**src/hw/rtl/mbtv_pkg.sv**
```systemverilog
`timescale 1ns / 1ps
// shared types and constants of the modbus tcp request validator
// depends on nothing; used by every module of the block

package mbtv_pkg;

  // fixed field widths
  localparam int unsigned ByteW  = 8;
  localparam int unsigned WordW  = 16;
  localparam int unsigned VerdW  = 4;

  // byte positions inside the frame
  localparam int unsigned IdxTidHi  = 0;
  localparam int unsigned IdxTidLo  = 1;
  localparam int unsigned IdxPidHi  = 2;
  localparam int unsigned IdxPidLo  = 3;
  localparam int unsigned IdxLenHi  = 4;
  localparam int unsigned IdxLenLo  = 5;
  localparam int unsigned IdxUnit   = 6;
  localparam int unsigned IdxCode   = 7;
  localparam int unsigned IdxCntHi  = 10;
  localparam int unsigned IdxCntLo  = 11;
  localparam int unsigned IdxDbc    = 12;

  // frame size checks
  localparam logic [WordW-1:0] MinFrameBytes = 16'd12;
  localparam logic [WordW-1:0] DataOffset    = 16'd13;
  localparam logic [WordW-1:0] HeaderExtra   = 16'd6;
  localparam logic [WordW-1:0] ReadLength    = 16'd6;

  // count limits
  localparam logic [WordW-1:0] MaxBitCount   = 16'd2000;
  localparam logic [WordW-1:0] MaxRegCount   = 16'd125;
  localparam logic [WordW-1:0] MaxCoilValue  = 16'd65280;

  // function codes
  localparam logic [ByteW-1:0] FcReadCoils      = 8'd1;
  localparam logic [ByteW-1:0] FcReadDiscrete   = 8'd2;
  localparam logic [ByteW-1:0] FcReadHolding    = 8'd3;
  localparam logic [ByteW-1:0] FcReadInput      = 8'd4;
  localparam logic [ByteW-1:0] FcWriteCoil      = 8'd5;
  localparam logic [ByteW-1:0] FcWriteRegister  = 8'd6;
  localparam logic [ByteW-1:0] FcWriteCoils     = 8'd15;
  localparam logic [ByteW-1:0] FcWriteRegisters = 8'd16;

  typedef enum logic [VerdW-1:0] {
    VerdOk          = 4'd0,
    VerdParseFail   = 4'd1,
    VerdPduSize     = 4'd2,
    VerdLengthNot6  = 4'd3,
    VerdSizeMismatch = 4'd4,
    VerdCountLimit  = 4'd5,
    VerdByteCount   = 4'd6,
    VerdCoilCount   = 4'd7,
    VerdRegCount    = 4'd8,
    VerdBadCode     = 4'd9
  } verdict_e;

  // one incoming request byte
  typedef struct packed {
    logic [ByteW-1:0] frame_byte;
    logic             frame_end;
  } req_t;

  // one result
  typedef struct packed {
    logic [VerdW-1:0] verdict;
    logic [WordW-1:0] transaction_id;
    logic [WordW-1:0] protocol_id;
    logic [WordW-1:0] length_value;
    logic [ByteW-1:0] unit_address;
    logic [ByteW-1:0] func_code;
  } rsp_t;

  // captured frame, handed from front to back
  typedef struct packed {
    logic [WordW-1:0] n_bytes;
    logic [WordW-1:0] transaction_id;
    logic [WordW-1:0] protocol_id;
    logic [WordW-1:0] length_value;
    logic [ByteW-1:0] unit_address;
    logic [ByteW-1:0] func_code;
    logic [WordW-1:0] item_count;
    logic [ByteW-1:0] data_byte_count;
  } frame_t;

endpackage

```
**src/hw/rtl/mbtv_front.sv**
```systemverilog
`timescale 1ns / 1ps
// front part: byte counter and header field capture
// depends on mbtv_pkg

module mbtv_front #(
  parameter int unsigned MAX_FRAME_BYTES = 1024
) (
  input  logic            clk_i,
  input  logic            rst_ni,
  input  logic            accept_i,
  input  mbtv_pkg::req_t  req_i,
  output logic            frame_valid_o,
  output mbtv_pkg::frame_t frame_o
);
  import mbtv_pkg::*;

  localparam int unsigned CntW = $clog2(MAX_FRAME_BYTES + 1);

  logic [CntW-1:0]  cnt_q, cnt_d;
  logic [WordW-1:0] tid_q, tid_d, pid_q, pid_d, len_q, len_d, icnt_q, icnt_d;
  logic [ByteW-1:0] unit_q, unit_d, code_q, code_d, dbc_q, dbc_d;
  logic [ByteW-1:0] b;
  logic             keep;

  assign b    = req_i.frame_byte;
  assign keep = cnt_q < CntW'(MAX_FRAME_BYTES);

  always_comb begin
    cnt_d  = cnt_q;
    tid_d  = tid_q;
    pid_d  = pid_q;
    len_d  = len_q;
    unit_d = unit_q;
    code_d = code_q;
    icnt_d = icnt_q;
    dbc_d  = dbc_q;
    if (keep) begin
      cnt_d = cnt_q + CntW'(1);
      if (cnt_q == CntW'(IdxTidHi) || cnt_q == CntW'(IdxTidLo)) tid_d = {tid_q[ByteW-1:0], b};
      if (cnt_q == CntW'(IdxPidHi) || cnt_q == CntW'(IdxPidLo)) pid_d = {pid_q[ByteW-1:0], b};
      if (cnt_q == CntW'(IdxLenHi) || cnt_q == CntW'(IdxLenLo)) len_d = {len_q[ByteW-1:0], b};
      if (cnt_q == CntW'(IdxUnit)) unit_d = b;
      if (cnt_q == CntW'(IdxCode)) code_d = b;
      if (cnt_q == CntW'(IdxCntHi) || cnt_q == CntW'(IdxCntLo)) icnt_d = {icnt_q[ByteW-1:0], b};
      if (cnt_q == CntW'(IdxDbc)) dbc_d = b;
    end
  end

  always_comb begin
    frame_valid_o           = accept_i && req_i.frame_end;
    frame_o.n_bytes         = WordW'(cnt_d);
    frame_o.transaction_id  = tid_d;
    frame_o.protocol_id     = pid_d;
    frame_o.length_value    = len_d;
    frame_o.unit_address    = unit_d;
    frame_o.func_code       = code_d;
    frame_o.item_count      = icnt_d;
    frame_o.data_byte_count = dbc_d;
  end

  // all capture state clears at the end of every frame
  always_ff @(posedge clk_i or negedge rst_ni) begin
    if (!rst_ni) begin
      cnt_q  <= '0;
      tid_q  <= '0;
      pid_q  <= '0;
      len_q  <= '0;
      unit_q <= '0;
      code_q <= '0;
      icnt_q <= '0;
      dbc_q  <= '0;
    end else if (accept_i) begin
      if (req_i.frame_end) begin
        cnt_q  <= '0;
        tid_q  <= '0;
        pid_q  <= '0;
        len_q  <= '0;
        unit_q <= '0;
        code_q <= '0;
        icnt_q <= '0;
        dbc_q  <= '0;
      end else begin
        cnt_q  <= cnt_d;
        tid_q  <= tid_d;
        pid_q  <= pid_d;
        len_q  <= len_d;
        unit_q <= unit_d;
        code_q <= code_d;
        icnt_q <= icnt_d;
        dbc_q  <= dbc_d;
      end
    end
  end

endmodule

```
**src/hw/rtl/mbtv_fifo.sv**
```systemverilog
`timescale 1ns / 1ps
// short queue of captured frames between front and back
// depends on mbtv_pkg

module mbtv_fifo #(
  parameter int unsigned DEPTH = 2
) (
  input  logic             clk_i,
  input  logic             rst_ni,
  input  logic             wr_i,
  input  mbtv_pkg::frame_t wr_data_i,
  output logic             full_o,
  input  logic             rd_i,
  output logic             valid_o,
  output mbtv_pkg::frame_t rd_data_o
);
  import mbtv_pkg::*;

  localparam int unsigned PtrW = $clog2(DEPTH);
  localparam int unsigned FillW = $clog2(DEPTH + 1);

  frame_t            mem_q [DEPTH];
  logic [PtrW-1:0]   wptr_q, rptr_q;
  logic [FillW-1:0]  fill_q;
  logic              do_wr, do_rd;

  assign full_o    = fill_q == FillW'(DEPTH);
  assign valid_o   = fill_q != '0;
  assign rd_data_o = mem_q[rptr_q];
  assign do_wr     = wr_i && !full_o;
  assign do_rd     = rd_i && valid_o;

  always_ff @(posedge clk_i) begin
    if (do_wr) begin
      mem_q[wptr_q] <= wr_data_i;
    end
  end

  always_ff @(posedge clk_i or negedge rst_ni) begin
    if (!rst_ni) begin
      wptr_q <= '0;
      rptr_q <= '0;
      fill_q <= '0;
    end else begin
      if (do_wr) begin
        wptr_q <= (wptr_q == PtrW'(DEPTH - 1)) ? '0 : wptr_q + PtrW'(1);
      end
      if (do_rd) begin
        rptr_q <= (rptr_q == PtrW'(DEPTH - 1)) ? '0 : rptr_q + PtrW'(1);
      end
      if (do_wr && !do_rd) begin
        fill_q <= fill_q + FillW'(1);
      end else if (do_rd && !do_wr) begin
        fill_q <= fill_q - FillW'(1);
      end
    end
  end

endmodule

```
**src/hw/rtl/mbtv_back.sv**
```systemverilog
`timescale 1ns / 1ps
// back part: frame checks and the result output register
// depends on mbtv_pkg

module mbtv_back (
  input  logic             clk_i,
  input  logic             rst_ni,
  input  logic             frame_valid_i,
  input  mbtv_pkg::frame_t frame_i,
  output logic             frame_take_o,
  output logic             empty,
  input  logic             pop,
  output mbtv_pkg::rsp_t   result_o
);
  import mbtv_pkg::*;

  logic             out_valid_q;
  rsp_t             out_q;
  verdict_e         verdict;
  logic [WordW-1:0] n, data_len;
  logic [WordW:0]   len_sum;
  logic [ByteW-1:0] code;
  logic             is_read, is_write;

  assign n        = frame_i.n_bytes;
  assign code     = frame_i.func_code;
  assign data_len = n - DataOffset;
  assign len_sum  = {1'b0, frame_i.length_value} + {1'b0, HeaderExtra};
  assign is_read  = code >= FcReadCoils && code <= FcWriteRegister;
  assign is_write = code == FcWriteCoils || code == FcWriteRegisters;

  // checks in priority order
  always_comb begin
    verdict = VerdOk;
    if (n < MinFrameBytes) begin
      verdict = VerdParseFail;
    end else if (is_read) begin
      if (n != MinFrameBytes) begin
        verdict = VerdPduSize;
      end else if (frame_i.length_value != ReadLength) begin
        verdict = VerdLengthNot6;
      end else if ((code == FcReadCoils || code == FcReadDiscrete)
                   && frame_i.item_count > MaxBitCount) begin
        verdict = VerdCountLimit;
      end else if ((code == FcReadHolding || code == FcReadInput)
                   && frame_i.item_count > MaxRegCount) begin
        verdict = VerdCountLimit;
      end else if (code == FcWriteCoil && frame_i.item_count > MaxCoilValue) begin
        verdict = VerdCountLimit;
      end
    end else if (is_write) begin
      if (n == MinFrameBytes) begin
        verdict = VerdPduSize;
      end else if (len_sum != {1'b0, n}) begin
        verdict = VerdSizeMismatch;
      end else if ({{(WordW-ByteW){1'b0}}, frame_i.data_byte_count} != data_len) begin
        verdict = VerdByteCount;
      end else if (code == FcWriteCoils && data_len != frame_i.item_count) begin
        verdict = VerdCoilCount;
      end else if (code == FcWriteRegisters
                   && {1'b0, data_len[WordW-1:1]} != frame_i.item_count) begin
        verdict = VerdRegCount;
      end
    end else begin
      verdict = VerdBadCode;
    end
  end

  assign frame_take_o = frame_valid_i && (!out_valid_q || pop);
  assign empty        = !out_valid_q;
  assign result_o     = out_q;

  always_ff @(posedge clk_i) begin
    if (frame_take_o) begin
      out_q.verdict        <= verdict;
      out_q.transaction_id <= frame_i.transaction_id;
      out_q.protocol_id    <= frame_i.protocol_id;
      out_q.length_value   <= frame_i.length_value;
      out_q.unit_address   <= frame_i.unit_address;
      out_q.func_code      <= frame_i.func_code;
    end
  end

  always_ff @(posedge clk_i or negedge rst_ni) begin
    if (!rst_ni) begin
      out_valid_q <= 1'b0;
    end else if (frame_take_o) begin
      out_valid_q <= 1'b1;
    end else if (pop) begin
      out_valid_q <= 1'b0;
    end
  end

endmodule

```
**src/hw/rtl/modbus_tcp_request_validator.sv**
```systemverilog
`timescale 1ns / 1ps
// modbus tcp request validator: one byte per cycle in while not full, one verdict per frame out
// the verdict of a frame reaches the result ports through the frame queue and the result register
// one request byte each cycle unless full; a frame may start the cycle after the last one ended
// full only rises when the frame queue is full and the result register is held by the consumer
// reset (rst_ni low, asynchronous) clears byte counter, captured header, queue and result valid
// depends on mbtv_pkg, mbtv_front, mbtv_fifo, mbtv_back

module modbus_tcp_request_validator #(
  parameter int unsigned MAX_FRAME_BYTES = 1024,
  parameter int unsigned QUEUE_DEPTH     = 2
) (
  input  logic           clk_i,
  input  logic           rst_ni,
  // request side
  input  logic           push,
  output logic           full,
  input  mbtv_pkg::req_t req_i,
  // result side
  output logic           empty,
  input  logic           pop,
  output mbtv_pkg::rsp_t result_o
);
  import mbtv_pkg::*;

  logic   accept;
  logic   front_valid;
  frame_t front_frame;
  logic   q_full, q_valid, q_take;
  frame_t q_frame;

  // every byte is taken while the frame queue has room; only the last byte
  // of a frame writes the queue, but every byte waits while the queue is full
  assign full   = q_full;
  assign accept = push && !q_full;

  // front: counts bytes, captures header and pdu words, clears on last byte
  mbtv_front #(
    .MAX_FRAME_BYTES(MAX_FRAME_BYTES)
  ) u_front (
    .clk_i        (clk_i),
    .rst_ni       (rst_ni),
    .accept_i     (accept),
    .req_i        (req_i),
    .frame_valid_o(front_valid),
    .frame_o      (front_frame)
  );

  // queue of finished frames so front and back stall independently
  mbtv_fifo #(
    .DEPTH(QUEUE_DEPTH)
  ) u_fifo (
    .clk_i    (clk_i),
    .rst_ni   (rst_ni),
    .wr_i     (front_valid),
    .wr_data_i(front_frame),
    .full_o   (q_full),
    .rd_i     (q_take),
    .valid_o  (q_valid),
    .rd_data_o(q_frame)
  );

  // back: runs the checks on the oldest frame and holds the result
  mbtv_back u_back (
    .clk_i        (clk_i),
    .rst_ni       (rst_ni),
    .frame_valid_i(q_valid),
    .frame_i      (q_frame),
    .frame_take_o (q_take),
    .empty        (empty),
    .pop          (pop),
    .result_o     (result_o)
  );

endmodule

```
**config.mk**
```make
export PLATFORM = sky130hd
export DESIGN_NAME = modbus_tcp_request_validator
export DESIGN_NICKNAME = d
export VERILOG_FILES = /design/src/hw/rtl/mbtv_pkg.sv /design/src/hw/rtl/mbtv_front.sv /design/src/hw/rtl/mbtv_fifo.sv /design/src/hw/rtl/mbtv_back.sv /design/src/hw/rtl/modbus_tcp_request_validator.sv
export SDC_FILE = /design/constraint.sdc
export NUM_CORES = 1
export LEC_CHECK = 0
export ABC_AREA = 1
export BUFFER_PORTS_ARGS = -buffer_cell sky130_fd_sc_hd__buf_2
export CORE_ASPECT_RATIO = 1.5
export CORE_MARGIN = 3
export CORE_UTILIZATION = 61
export CTS_CLUSTER_DIAMETER = 120
export DETAILED_ROUTE_END_ITERATION = 16
export GPL_TIMING_DRIVEN = 0
export PLACE_DENSITY = 0.79
export RECOVER_POWER = 50
export SYNTH_ARGS = -nofsm -noshare
export SYNTH_HDL_FRONTEND = slang
export SYNTH_SLANG_ARGS = --single-unit
```
**constraint.sdc**
```tcl
create_clock -name clk_i -period 6.9 [get_ports clk_i]
set_input_delay 0 -clock clk_i [delete_from_list [all_inputs] [get_ports clk_i]]
set_output_delay 0 -clock clk_i [all_outputs]
set_load 0.02 [all_outputs]
```
Word-level counts from Yosys, hierarchy flattened --
Memories as Yosys holds them, arrays and structs flattened. Cells that the tools add are included.
Cells by class: $add $sub $neg 7, $lt $le $gt $ge 7, eq/ne operators 25, mux-type cells 43, reductions and logical operators 29
Operators with widths (number):
- 2-to-1 mux 16 bit | 12
- 2-to-1 mux 8 bit | 9
- equality test 11 x 3 -> 1 bit (second input constant) | 4
- 2-to-1 mux 4 bit | 11
- equality test 11 x 4 -> 1 bit (second input constant) | 3
- equality test 11 x 2 -> 1 bit (second input constant) | 2
- 2-to-1 mux 11 bit | 2
- adder 16 x 3 -> 17 bit (second input constant) | 1
- inequality test 17 x 16 -> 1 bit | 1
- equality test 16 x 4 -> 1 bit (second input constant) | 1
- equality test 8 x 2 -> 1 bit (second input constant) | 2
- equality test 8 x 3 -> 1 bit (second input constant) | 2
- > comparator 16 x 11 -> 1 bit (second input constant) | 1
- > comparator 16 bit (second input constant) | 1
- > comparator 16 x 7 -> 1 bit (second input constant) | 1
- less-than comparator 16 x 4 -> 1 bit (second input constant) | 1
- inequality test 15 x 16 -> 1 bit | 1
- inequality test 16 bit | 1
- inequality test 16 x 3 -> 1 bit (second input constant) | 1
- inequality test 16 x 4 -> 1 bit (second input constant) | 1
- inequality test 8 x 16 -> 1 bit | 1
- subtractor 16 x 4 -> 16 bit (second input constant) | 1
- logical AND 1 bit | 13
- adder 11 x 1 -> 11 bit (second input constant) | 1
- 18 further kinds | 37
Storage, ports and cells: flip-flop bits (word level) 172, RAM bits 198, bits of input ports 13, output and inout port bits 70, logic and storage cells 130, memories 1
Memory list:
- u_fifo.mem_q | words 2, bits a word 99, read ports 1, clocked after Yosys merged registers in 0, wr ports 1, RTL line mbtv_fifo.sv:22 | frame_t mem_q [DEPTH];

Longest topological paths before layout --
Gate-level depths: netlist (run 1). An unclocked memory read counts as a cell.
depth after elaboration 11, mapped depth 23

Modules after synthesis --
Synthesis (run 1) repeated with hierarchy kept, for this count alone.
Unflattened totals: cells, all modules 1997, area total of the unflattened synthesis 18376.4 µm²
Modules (own cells, without submodules):
- mbtv_fifo | instances 1, cells an instance 575, area an instance 7807.5 µm², sequential area each 6346.1 µm²
- mbtv_front | instances 1, cells an instance 870, area an instance 6169.7 µm², sequential area each 2477.4 µm²
- mbtv_back | instances 1, cells an instance 550, area an instance 4389.2 µm², sequential area each 2067.0 µm²
- modbus_tcp_request_validator | instances 1, cells an instance 2, area an instance 10.0 µm², sequential area each 0.0 µm²

Worst setup path after synthesis (run 1) --
No wires, ideal clock.
kind register to register, from reg u_fifo.fill_q[1], to mem u_fifo.mem_q[0][0] in the netlist's numbering (enable), library setup time 0.557 ns, arrival 5.016 ns, setup slack 1.326 ns, cell stages (with the launch flop) 6, period minus slack after synthesis 5.574 ns, cell sequence dfrtp_1 inv_1 o21ai_0 nor2_1 inv_1 nor2_1
Between the ends: longest elaborated chain between the ends 7
RTL lines:
- start: declaration | RTL line mbtv_fifo.sv:24 | logic [FillW-1:0] fill_q;
- start signal: assignment | RTL line mbtv_fifo.sv:52 | fill_q <= fill_q + FillW'(1);
- start signal: assignment | RTL line mbtv_fifo.sv:54 | fill_q <= fill_q - FillW'(1);
- equality test 2 bit * | RTL line mbtv_fifo.sv:27 | assign full_o = fill_q == FillW'(DEPTH);
- zero test 1 bit * | RTL line mbtv_fifo.sv:30, modbus_tcp_request_validator.sv:35
- logical AND 1 bit | RTL line modbus_tcp_request_validator.sv:35 | assign accept = push && !q_full;
- logical AND 1 bit | RTL line mbtv_front.sv:50 | frame_valid_o = accept_i && req_i.frame_end;
- logical AND 1 bit * | RTL line mbtv_fifo.sv:30 | assign do_wr = wr_i && !full_o;
- via u_fifo.do_wr | RTL line mbtv_fifo.sv:25 | logic do_wr, do_rd;
- 2-to-1 mux 1 bit * | RTL line mbtv_fifo.sv:34 | if (do_wr) begin
- 2-to-1 mux 1 bit (not written as such) * | RTL line mbtv_fifo.sv:35 | mem_q[wptr_q] <= wr_data_i;
- end: declaration | RTL line mbtv_fifo.sv:22
Mark *: on every way through the listed nets, which the timed path passes. The rest lies on a longest branch.

==> results_dict.tcl, run 1 <==
set metrics [dict create \
    grt_antenna_before_repair 0 \
    ant_nets 0 \
    power_density_nw_per_um2 461 \
    io_pins 83 \
    status "finished with violations" \
    min_path_cells 5 \
    place_hpwl_um 29000 \
    finalCritPeriodShare_pct 64.7 \
    r2r_start "u_fifo.rptr_q" \
    vdd_ir_drop_max_uv 312 \
    finalHoldViolCount 0 \
    place_congestion 0.956 \
    drt_iter0_markers 1095 \
    max_clock_freq_ghz 0.224 \
    synth_nets 1700 \
    synthSimpleGateAreaFrac_pct 18.8 \
    stdcell_area_um2 18800 \
    die_area_um2 29700 \
    start_util_pct 62.7 \
    cts_max_path_buffers 3 \
    r2r_setup_slack_ns 2.43 \
    grt_pass1_wl_um 64800 \
    worst_pin_slew_ns 2.59 \
    grt_setup_unrepaired "no" \
    synthAdderAreaFrac_pct 0.594 \
    slew_viol_final 92 \
    synth_warnings 0 \
    fin_worst_skew_ns 0.0248 \
    finalSetupViolations 0 \
    critPathKind "flip-flop to flip-flop" \
    worst_setup_path_start_kind "flip-flop" \
    reg2reg_depth 12 \
    violations "max-capacitance violations, max-slew violations" \
    wl_um 41100 \
    cts_tree "yes" \
    cp-end-kind "flip-flop" \
    critical_path_required_ns 7.28 \
    cp_max_fo 10 \
    postCtsSetupBuffers 0 \
    synth-main-ff-cell "edfxtp_1" \
    synth_cell_types 42 \
    grt_max_degree 71 \
    vias_per_cell 5.70 \
    fin_hold_ws_ns 0.0181 \
    relSlewSlack_pct -72.7 \
    hold_start "req_i[7]" \
    synth_cells 1679 \
    cp_data_arrival_time_ns 4.85 \
    fin_nets 1833 \
    synthXorXnorAreaFrac_pct 2.03 \
    htree_levels 2 \
    min_period_ns 4.47 \
    layout_commonest_cell "nand2_1" \
    clk_pin_slew_ns 0.07 \
    syn_area_um2 16800 \
    grt_overflow 0 \
    yosys_register_bits 370 \
    die_h_um 210 \
    r2r_end "u_back.result_o[66]" \
    holdPathEnd "u_front.dbc_q[6]" \
    drive_above_1_share_pct 7.95 \
    ys_seq_area_share_pct 62.9 \
    rows 73 \
    synth_edf_count 266 \
    syn_avg_cell_area_um2 10.0 \
    synth-async-reset-ratio_pct 28.1 \
    area_growth_pct 11.8 \
    wl_per_cell_um 18.9 \
    power.leakage_nw 8.40 \
    cts_sinks 370 \
    core_area_um2 26900 \
    vias 12400 \
    synth_compound_area_share_pct 7.84 \
    firstDrtPassIters 6 \
    groute.usage.overall_pct 28.1 \
    insertion_delay_ns 0.53 \
    numPortBuffers 82 \
    drc 0 \
    synthMuxAreaShare_pct 0.475 \
    grt_pass1_vias 12300 \
    cts_buffers 34 \
    antenna_cells 0 \
    root_buffer "clkbuf_16" \
    place_area_um2 17900 \
    die_w_um 142 \
    layout_common_cells "411 x nand2_1, 266 x edfxtp_1, 249 x inv_1, 129 x clkbuf_1, 109 x o21ai_0" \
    synth_top_family_by_area "simple AND/OR/NAND/NOR gates" \
    hold_path.class "input pin to flip-flop" \
    maxCapViolations 4 \
]
==> sequential cells by signal, summed over array words and instances, names as in the netlist, 2 cells and up <==
name	flops
u_back.result_o	68
u_front.code_q	8
u_front.unit_q	8
u_front.cnt_q	11
u_fifo.mem_q	198
u_fifo.fill_q	2
u_front.dbc_q	8
u_front.pid_q	16
u_front.tid_q	16
u_front.icnt_q	16
u_front.len_q	16
==> cell usage after synthesis (2+ instances only) <==
library cell / number / area share, %
nand3_4: 2 / 0.21
o211ai_1: 3 / 0.13
nand2_4: 9 / 0.60
nor2_1: 86 / 1.9
nand4_1: 17 / 0.63
xnor2_1: 9 / 0.47
mux2i_1: 8 / 0.48
buf_2: 5 / 0.15
or2_0: 6 / 0.22
clkbuf_1: 42 / 0.94
nor2_4: 6 / 0.40
buf_6: 8 / 0.53
xor2_1: 30 / 1.6
o21ai_2: 11 / 0.57
a21oi_1: 34 / 1.0
o2111ai_1: 2 / 0.10
or2_2: 11 / 0.41
nand2_1: 406 / 9.0
nor4_1: 9 / 0.33
nor2_2: 6 / 0.22
ha_1: 8 / 0.59
o21ai_1: 8 / 0.24
inv_2: 9 / 0.20
nand2_2: 25 / 0.93
buf_4: 2 / 0.089
nor3_1: 17 / 0.50
inv_1: 246 / 5.5
edfxtp_1: 266 / 47
o21ai_0: 105 / 3.1
nand3_2: 2 / 0.12
nand3_1: 94 / 2.8
dfrtp_1: 104 / 15
or2_1: 6 / 0.22
buf_1: 2 / 0.045
o22ai_1: 68 / 2.5
==> report_power, final <==
group	switching, mW	internal (mW)
Combinational	2.53	0.928
Clock	0.794	1.04
Sequential	0.177	3.22
==> logic make-up after synthesis <==
family | Yosys count
muxes | 8
adders and majority gates | 8
buffers and inverters | 314
DFF | 370
AOI/OAI and AO/OA | 234
xor gates and xnor gates | 39
and+or+nand+nor | 706
==> worst max-delay path: stages (launching register included) <==
cell,delay [ns]
dfrtp_1,0.37
clkbuf_1,0.44
clkbuf_1,0.61
clkbuf_1,0.64
mux2i_1,0.37
inv_1,0.10
nor2_1,0.17
nand2_1,0.17
nor4_1,0.61
o2111ai_1,0.44
nand3_1,0.19
nand2_1,0.07
a21oi_1,0.15
==> worst max-delay path by stage <==
stage	from	end	cells after the start
6_report	u_fifo.rptr_q	u_back.result_o[66]	12
5_1_grt	u_fifo.rptr_q	u_back.result_o[66]	12
4_1_cts	u_fifo.rptr_q	u_back.result_o[66]	12
3_5_place_dp	u_fifo.rptr_q	u_back.result_o[66]	12
3_3_place_gp	u_fifo.fill_q[1]	u_fifo.mem_q[1][51]	5
2_1_floorplan	u_fifo.fill_q[1]	u_fifo.mem_q[0][0]	5
==> layout make-up <==
type                            instances  area (um2)
Sequential cell                       370       10600
Inverter                              255         957
Buffer                                 59         250
Clock inverter                         16         110
Fill cell                            2021        8010
Tap cell                              337         422
Multi-Input combinational cell        995        4970
Clock buffer                           45         976
Timing Repair Buffer                   97         568
==> repair_timing <==
action                                 in CTS  in global routing
endpoints found under the hold margin     111                  0
hold buffers                                6                  0
resized for setup                           0                  0
==> layer usage <==
metal | up-vias | part of all wire [%] | GRT usage, %
li1 | 5824 | - | -
met1 | 5890 | 36 | 32.9
met4 | 0 | 6.8 | 17.5
met2 | 524 | 51 | 48.5
met3 | 160 | 5.9 | 3.92
met5 | - | 0 | 0
==> per-stage QoR <==
| stage | worst slack (ns) | util [%] | std cells | power (mW) | setup TNS (ns) |
|---|---|---|---|---|---|
| global route | 2.34 | 70.2 | 2174 | 9.20 | 0 |
| finish | 2.43 | 70.2 | 2174 | 8.68 | 0 |
| floorplan | 1.33 | - | 1679 | 5.87 | 0 |
| global placement | -1.21 | 65.8 | 2098 | 6.83 | -237.97 |
| detailed placement | 3.55 | 66.7 | 2107 | 6.96 | 0 |
| CTS | 3.55 | 71.0 | 2174 | 8.82 | 0 |
Note: power is estimated with default switching activity, not from simulation.
==> run 2, diff against run 1 <==
Settings changed: ABC_AREA 1 to 0.
Clock period 6.9 ns to 4.6 ns, I/O delays scaled along.
==> run 2 against run 1 <==
Power grew 34%. Worst setup slack lost 2.3 ns. Via count shrank 21%. Cell count shrank 28%. Clock-buffer cell count grew 7. Clock power grew 61%. The run still ends with max-capacitance violations, max-slew violations left. Sequential power grew 42%. Flip-flop and latch count is the same. Maximum frequency grew 0.64%. Sequential share of layout area grew 1.1 points. Critical endpoint is now u_back.result_o[65]. Global-route usage shrank 1.3 points. Highest routed layer unchanged. Core utilization grew 0.55 points.
==> results_dict.tcl, run 2 <==
set metrics [dict create \
    status "finished with violations" \
    violations "max-capacitance violations, max-slew violations" \
    drt_iter0_markers 630 \
    slowest_delay_ns 0.61 \
    cts_tree "yes" \
    fin_hold_ws_ns 0.0453 \
    grt_max_degree 67 \
    finalSetupViolations 0 \
    maxCapViolations 5 \
    slew_viol_final 241 \
    cts_max_path_buffers 3 \
    cts_sinks 370 \
    yosys-top-cells-count "266 x edfxtp_1, 145 x mux2_2, 104 x dfrtp_1, 94 x a22o_1, 48 x xnor2_1" \
    relSlewSlack_pct -93.8 \
    synth-main-ff-cell "edfxtp_1" \
    die_h_um 207 \
    clk_pin_slew_ns 0.07 \
    syn_area_um2 16400 \
    synth_cells 1072 \
    synthSimpleGateAreaFrac_pct 6.21 \
    groute.usage.overall_pct 26.8 \
    power_mw 11.6 \
    root_buffer "clkbuf_16" \
    syn_avg_cell_area_um2 15.3 \
    place_hpwl_um 26600 \
    htree_levels 2 \
    area_growth_pct 12.7 \
    die_w_um 140 \
    grt_overflow 0 \
    synth_nets 1093 \
    vias 9774 \
    synthMuxAreaShare_pct 12.9 \
    synth_edf_count 266 \
    synth_warnings 0 \
    synthXorXnorAreaFrac_pct 4.53 \
    grt_antenna_before_repair 0 \
    synthAdderAreaFrac_pct 0.611 \
    finalHoldViolCount 0 \
    start_util_pct 62.7 \
    synth_cell_types 82 \
    place_ws_ns -1.15 \
    layout_commonest_cell "edfxtp_1" \
    critical_path_depth 15 \
    wl_per_cell_um 24.8 \
    fin_worst_skew_ns 0.0239 \
    synth_top_family_by_area "multiplexers" \
    ant_nets 0 \
    synthMostInstantiatedCell "edfxtp_1" \
    path_cells "buf_6, buf_12, buf_12, buf_6, mux2i_2, ha_2, nand4bb_1, nand2_1, or4_1, clkbuf_1, mux2i_1, or4_4, o41ai_4, nor3b_1, a211o_1" \
    slowest_stage "or4_4" \
    fin_nets 1218 \
    grt_setup_unrepaired "no" \
    crit_family "simple AND/OR/NAND/NOR gates" \
    path_buf_inv 5 \
    ys_seq_area_share_pct 64.6 \
    cp_max_fo 28 \
    drive_above_1_share_pct 20.7 \
    min_path_cells 2 \
    vias_per_cell 6.28 \
    grt_pass1_wl_um 58800 \
    core_area_um2 26100 \
    insertion_delay_ns 0.52 \
    yosys_register_bits 370 \
    power_density_nw_per_um2 628 \
    max_clock_freq_ghz 0.225 \
    cts_buffers 35 \
    synth-async-reset-ratio_pct 28.1 \
    vdd_ir_drop_max_uv 422 \
    die_area_um2 28900 \
    place_congestion 0.996 \
    largest_reg_flops 198 \
    worst_setup_path_start_kind "flip-flop" \
    wl_um 38600 \
    critical_path_required_ns 4.88 \
    drc 0 \
    cp_data_arrival_time_ns 4.72 \
    reg2reg_depth 15 \
    hold_path.class "input pin to flip-flop" \
    synthTopCellsByArea "edfxtp_1 49%, dfrtp_1 16%, mux2_2 10%, a22o_1 5.0%, xnor2_1 2.6%" \
    synth_compound_area_share_pct 8.92 \
    numPortBuffers 82 \
    yosysTopAreaCellShare_pct 48.7 \
    tns_ns 0 \
    cp-end-kind "flip-flop" \
    min_period_ns 4.44 \
    finalCritPeriodShare_pct 96.5 \
    critPathKind "flip-flop to flip-flop" \
    antenna_cells 0 \
    io_pins 83 \
    worst_pin_slew_ns 2.91 \
    rows 72 \
    largest_register "u_fifo.mem_q" \
    power.leakage_nw 7.11 \
    yosys.area.top_type "edfxtp_1" \
    setup_slack_ns 0.163 \
    grt_pass1_vias 10100 \
    layout_common_cells "266 x edfxtp_1, 137 x mux2_2, 103 x clkbuf_1, 103 x dfrtp_1, 94 x a22o_1" \
    firstDrtPassIters 5 \
]
==> run 2: worst paths after layout <==
| path | to | startpoint | slack (ns) |
|---|---|---|---|
| min in group asynchronous | u_front.len_q[12] | rst_ni | 0.64 |
| setup reg to reg | u_back.result_o[65] | u_fifo.rptr_q | 0.16 |
| hold / removal | u_fifo.mem_q[1][13] | req_i[6] | 0.05 |
| max in group asynchronous | u_fifo.rptr_q | rst_ni | 1.19 |
| hold reg to reg | u_fifo.wptr_q | u_fifo.wptr_q | 0.50 |
| setup / recovery | u_back.result_o[65] | u_fifo.rptr_q | 0.16 |
==> run 2: cell type report <==
cell class              count  area (um2)
inverters                  23        87.6
plain buffers              45         264
fillers                  1769        7650
clock inverters            11         118
flip-flops and latches    370       10600
clock buffers              52        1070
repair buffers             93         464
well taps                 333         417
multi-input cells         629        5460
==> run 2: timing repair <==
item / in CTS / in global routing
endpoints found under the setup margin: 4 / 2
buffers inserted: 2 / 0
hold buffers: 3 / 0
pin swaps: 0 / 0
endpoints found under the hold margin: 110 / 0
gates resized for setup: 6 / 3
==> run 2: kinds of logic (layout without fill, tap and decap cells) <==
logic type | after synthesis | after routing
buffers and inverters | 73 | 224
AO/OA/AOI/OAI | 180 | 180
adder cells (fa/ha/maj) | 8 | 8
multiplexers | 189 | 189
XOR/XNOR | 77 | 77
AND/OR/NAND/NOR | 175 | 175
flip-flops | 370 | 370
==> run 2: layer usage <==
| layer | part of all wire, % | track usage, % |
|---|---|---|
| met1 | 38 | 32.2 |
| met5 | 0 | 0 |
| met4 | 5.3 | 13.0 |
| met3 | 4.4 | 3.73 |
| met2 | 52 | 47.7 |
==> run 2: where the power goes <==
group          leakage, nW  internal [mW]  switching [mW]
Combinational         2.59           1.44            2.40
Clock                0.576           1.74            1.21
Sequential            3.93           4.51           0.308
Total                 7.11           7.70            3.91
==> run 2: through the flow <==
| stage | instances | utilization (%) | area [um2] |
|---|---|---|---|
| 2_1_floorplan | 1072 | - | 16400 |
| 3_5_place_dp | 1493 | 66.5 | 17400 |
| 3_3_place_gp | 1487 | 65.9 | 17200 |
| 5_1_grt | 1556 | 70.7 | 18500 |
| 6_report | 1556 | 70.7 | 18500 |
| 4_1_cts | 1557 | 71.2 | 18600 |
==> run 3, diff against run 2 <==
Settings changed: ABC_AREA 0 to 1.
==> run 3 against run 2 <==
Routed wire length increased by 6.6%. Clock-buffer cell count decreased by 7. Maximum frequency increased by 19%. Register-to-register slack improved by 0.70 ns. The flow still finishes with violations (max-capacitance violations, max-slew violations).
==> results_dict.tcl, run 3 (same netlist as run 1, synthesis figures left out) <==
set metrics [dict create \
    status "finished with violations" \
    violations "max-capacitance violations, max-slew violations" \
    hold_start "req_i[7]" \
    critPathLaunch "u_fifo.rptr_q" \
    area_growth_pct 11.9 \
    r2r_start "u_fifo.rptr_q" \
    place_hpwl_um 29000 \
    largest_register "u_fifo.mem_q" \
    vias 12400 \
    root_buffer "clkbuf_16" \
    core_area_um2 26900 \
    fin_util_pct 70.2 \
    cts_tree "yes" \
    io_pins 83 \
    die_w_um 142 \
    place_congestion 0.956 \
    layout_common_cells "411 x nand2_1, 266 x edfxtp_1, 249 x inv_1, 125 x clkbuf_1, 109 x o21ai_0" \
    finalSetupViolations 0 \
    worst_setup_path_start_kind "flip-flop" \
    drive_above_1_share_pct 8.22 \
    grt_setup_unrepaired "no" \
    path_buf_inv 4 \
    grt_overflow 0 \
    cts_sinks 370 \
    cp_max_fo 10 \
    cts_buffers 34 \
    grt_pass1_wl_um 64800 \
    cts_max_path_buffers 3 \
    htree_levels 2 \
    firstDrtPassIters 6 \
    vias_per_cell 5.70 \
    grt_pass1_vias 12300 \
    ant_nets 0 \
    grt_antenna_before_repair 0 \
    crit_family "simple AND/OR/NAND/NOR gates" \
    groute.usage.overall_pct 28.1 \
    slowest_delay_ns 0.60 \
    max_clock_freq_ghz 0.268 \
    slowest_stage "nor4_1" \
    worst_pin_slew_ns 1.91 \
    fin_nets 1833 \
    cp-end-kind "flip-flop" \
    power.leakage_nw 8.41 \
    vdd_ir_drop_max_uv 470 \
    finalCritPeriodShare_pct 81.2 \
    clk_pin_slew_ns 0.07 \
    cp_data_arrival_time_ns 4.12 \
    wl_um 41200 \
    critical_path_required_ns 4.98 \
    die_h_um 210 \
    drc 0 \
    rows 73 \
    numPortBuffers 82 \
    die_area_um2 29700 \
    power_mw 13.0 \
    maxCapViolations 4 \
    min_period_ns 3.74 \
    drt_iter0_markers 1029 \
    largest_reg_flops 198 \
    path_cells "buf_6, buf_6, clkbuf_1, mux2i_1, inv_1, nor2_1, nand2_1, nor4_1, o2111ai_1, nand3_1, nand2_1, a21oi_1" \
    critPathKind "flip-flop to flip-flop" \
    relSlewSlack_pct -27.2 \
    wl_per_cell_um 18.9 \
    power_density_nw_per_um2 692 \
    fin_worst_skew_ns 0.0251 \
    slew_viol_final 137 \
    layout_commonest_cell "nand2_1" \
    grt_max_degree 71 \
    start_util_pct 62.7 \
    insertion_delay_ns 0.53 \
    finalHoldViolCount 0 \
    hold_path.class "input pin to flip-flop" \
]
run 3: changes by cell type in the layout (fill, tap and decap cells not counted), moves of 22 or more:
cell,before,now
xnor2_1,48,9
nand3_1,15,94
clkbuf_1,103,125
a22o_1,94,0
nor2_1,33,86
inv_1,19,249
o21ai_0,17,109
mux2i_1,37,8
nand2_1,34,411
mux2_2,137,0
o22ai_1,5,68
run 3: final timing paths:
path,to,slack [ns],cells after the start
setup / recovery,u_back.result_o[66],0.86,12
hold / removal,u_fifo.mem_q[1][6],0.03,3
setup reg to reg,u_back.result_o[66],0.86,12
hold reg to reg,u_front.icnt_q[11],0.49,2
max in group asynchronous,u_front.tid_q[7],1.42,3
min in group asynchronous,u_front.icnt_q[9],0.56,2
run 3: layout make-up:
type	count	area, um2
flip-flops and latches	370	10600
fillers	2015	8000
multi-input cells	995	4980
clock buffers	45	976
inverters	255	957
repair buffers	97	546
well taps	337	422
plain buffers	59	274
clock inverters	16	110
diodes	1	2.50
run 3: per-layer routing:
layer	up-vias	share of wire, %	global-route usage (%)
met5	-	0	0
met4	0	6.6	17.5
met3	156	5.9	3.92
met2	514	51	48.5
met1	5897	36	32.9
li1	5835	-	-
run 3: timing repair:
item / 4_1_cts / 5_1_grt
hold buffers: 6 / 0
setup endpoints to repair: 0 / 0
hold endpoints to repair: 111 / 0
buffers inserted: 0 / 0
resized for setup: 0 / 0
run 3: worst reg2reg max path, stage by stage (launching register included):
cell	delay [ns]
dfrtp_1	0.38
buf_6	0.17
buf_6	0.18
clkbuf_1	0.60
mux2i_1	0.37
inv_1	0.10
nor2_1	0.17
nand2_1	0.17
nor4_1	0.60
o2111ai_1	0.44
nand3_1	0.19
nand2_1	0.07
a21oi_1	0.15
run 3: metrics by stage:
step | instances | area, um2 | worst slack [ns] | hold slack (ns) | setup TNS, ns
6_report | 2175 | 18900 | 0.863 | 0.0281 | 0
2_1_floorplan | 1679 | 16800 | -0.974 | -0.296 | -193.69
3_5_place_dp | 2107 | 17900 | 1.25 | -0.00717 | 0
5_1_grt | 2174 | 18900 | 0.630 | 0.0344 | 0
3_3_place_gp | 2098 | 17700 | -3.51 | 0.209 | -792.63
4_1_cts | 2174 | 19100 | 1.25 | 0.00591 | 0
run 3: power by group:
group	internal (mW)	leakage [nW]	switching, mW	total (mW)
Sequential	4.82	3.94	0.268	5.09
Combinational	1.41	3.93	3.79	5.20
Clock	1.56	0.538	1.20	2.75
Total	7.79	8.41	5.25	13.0
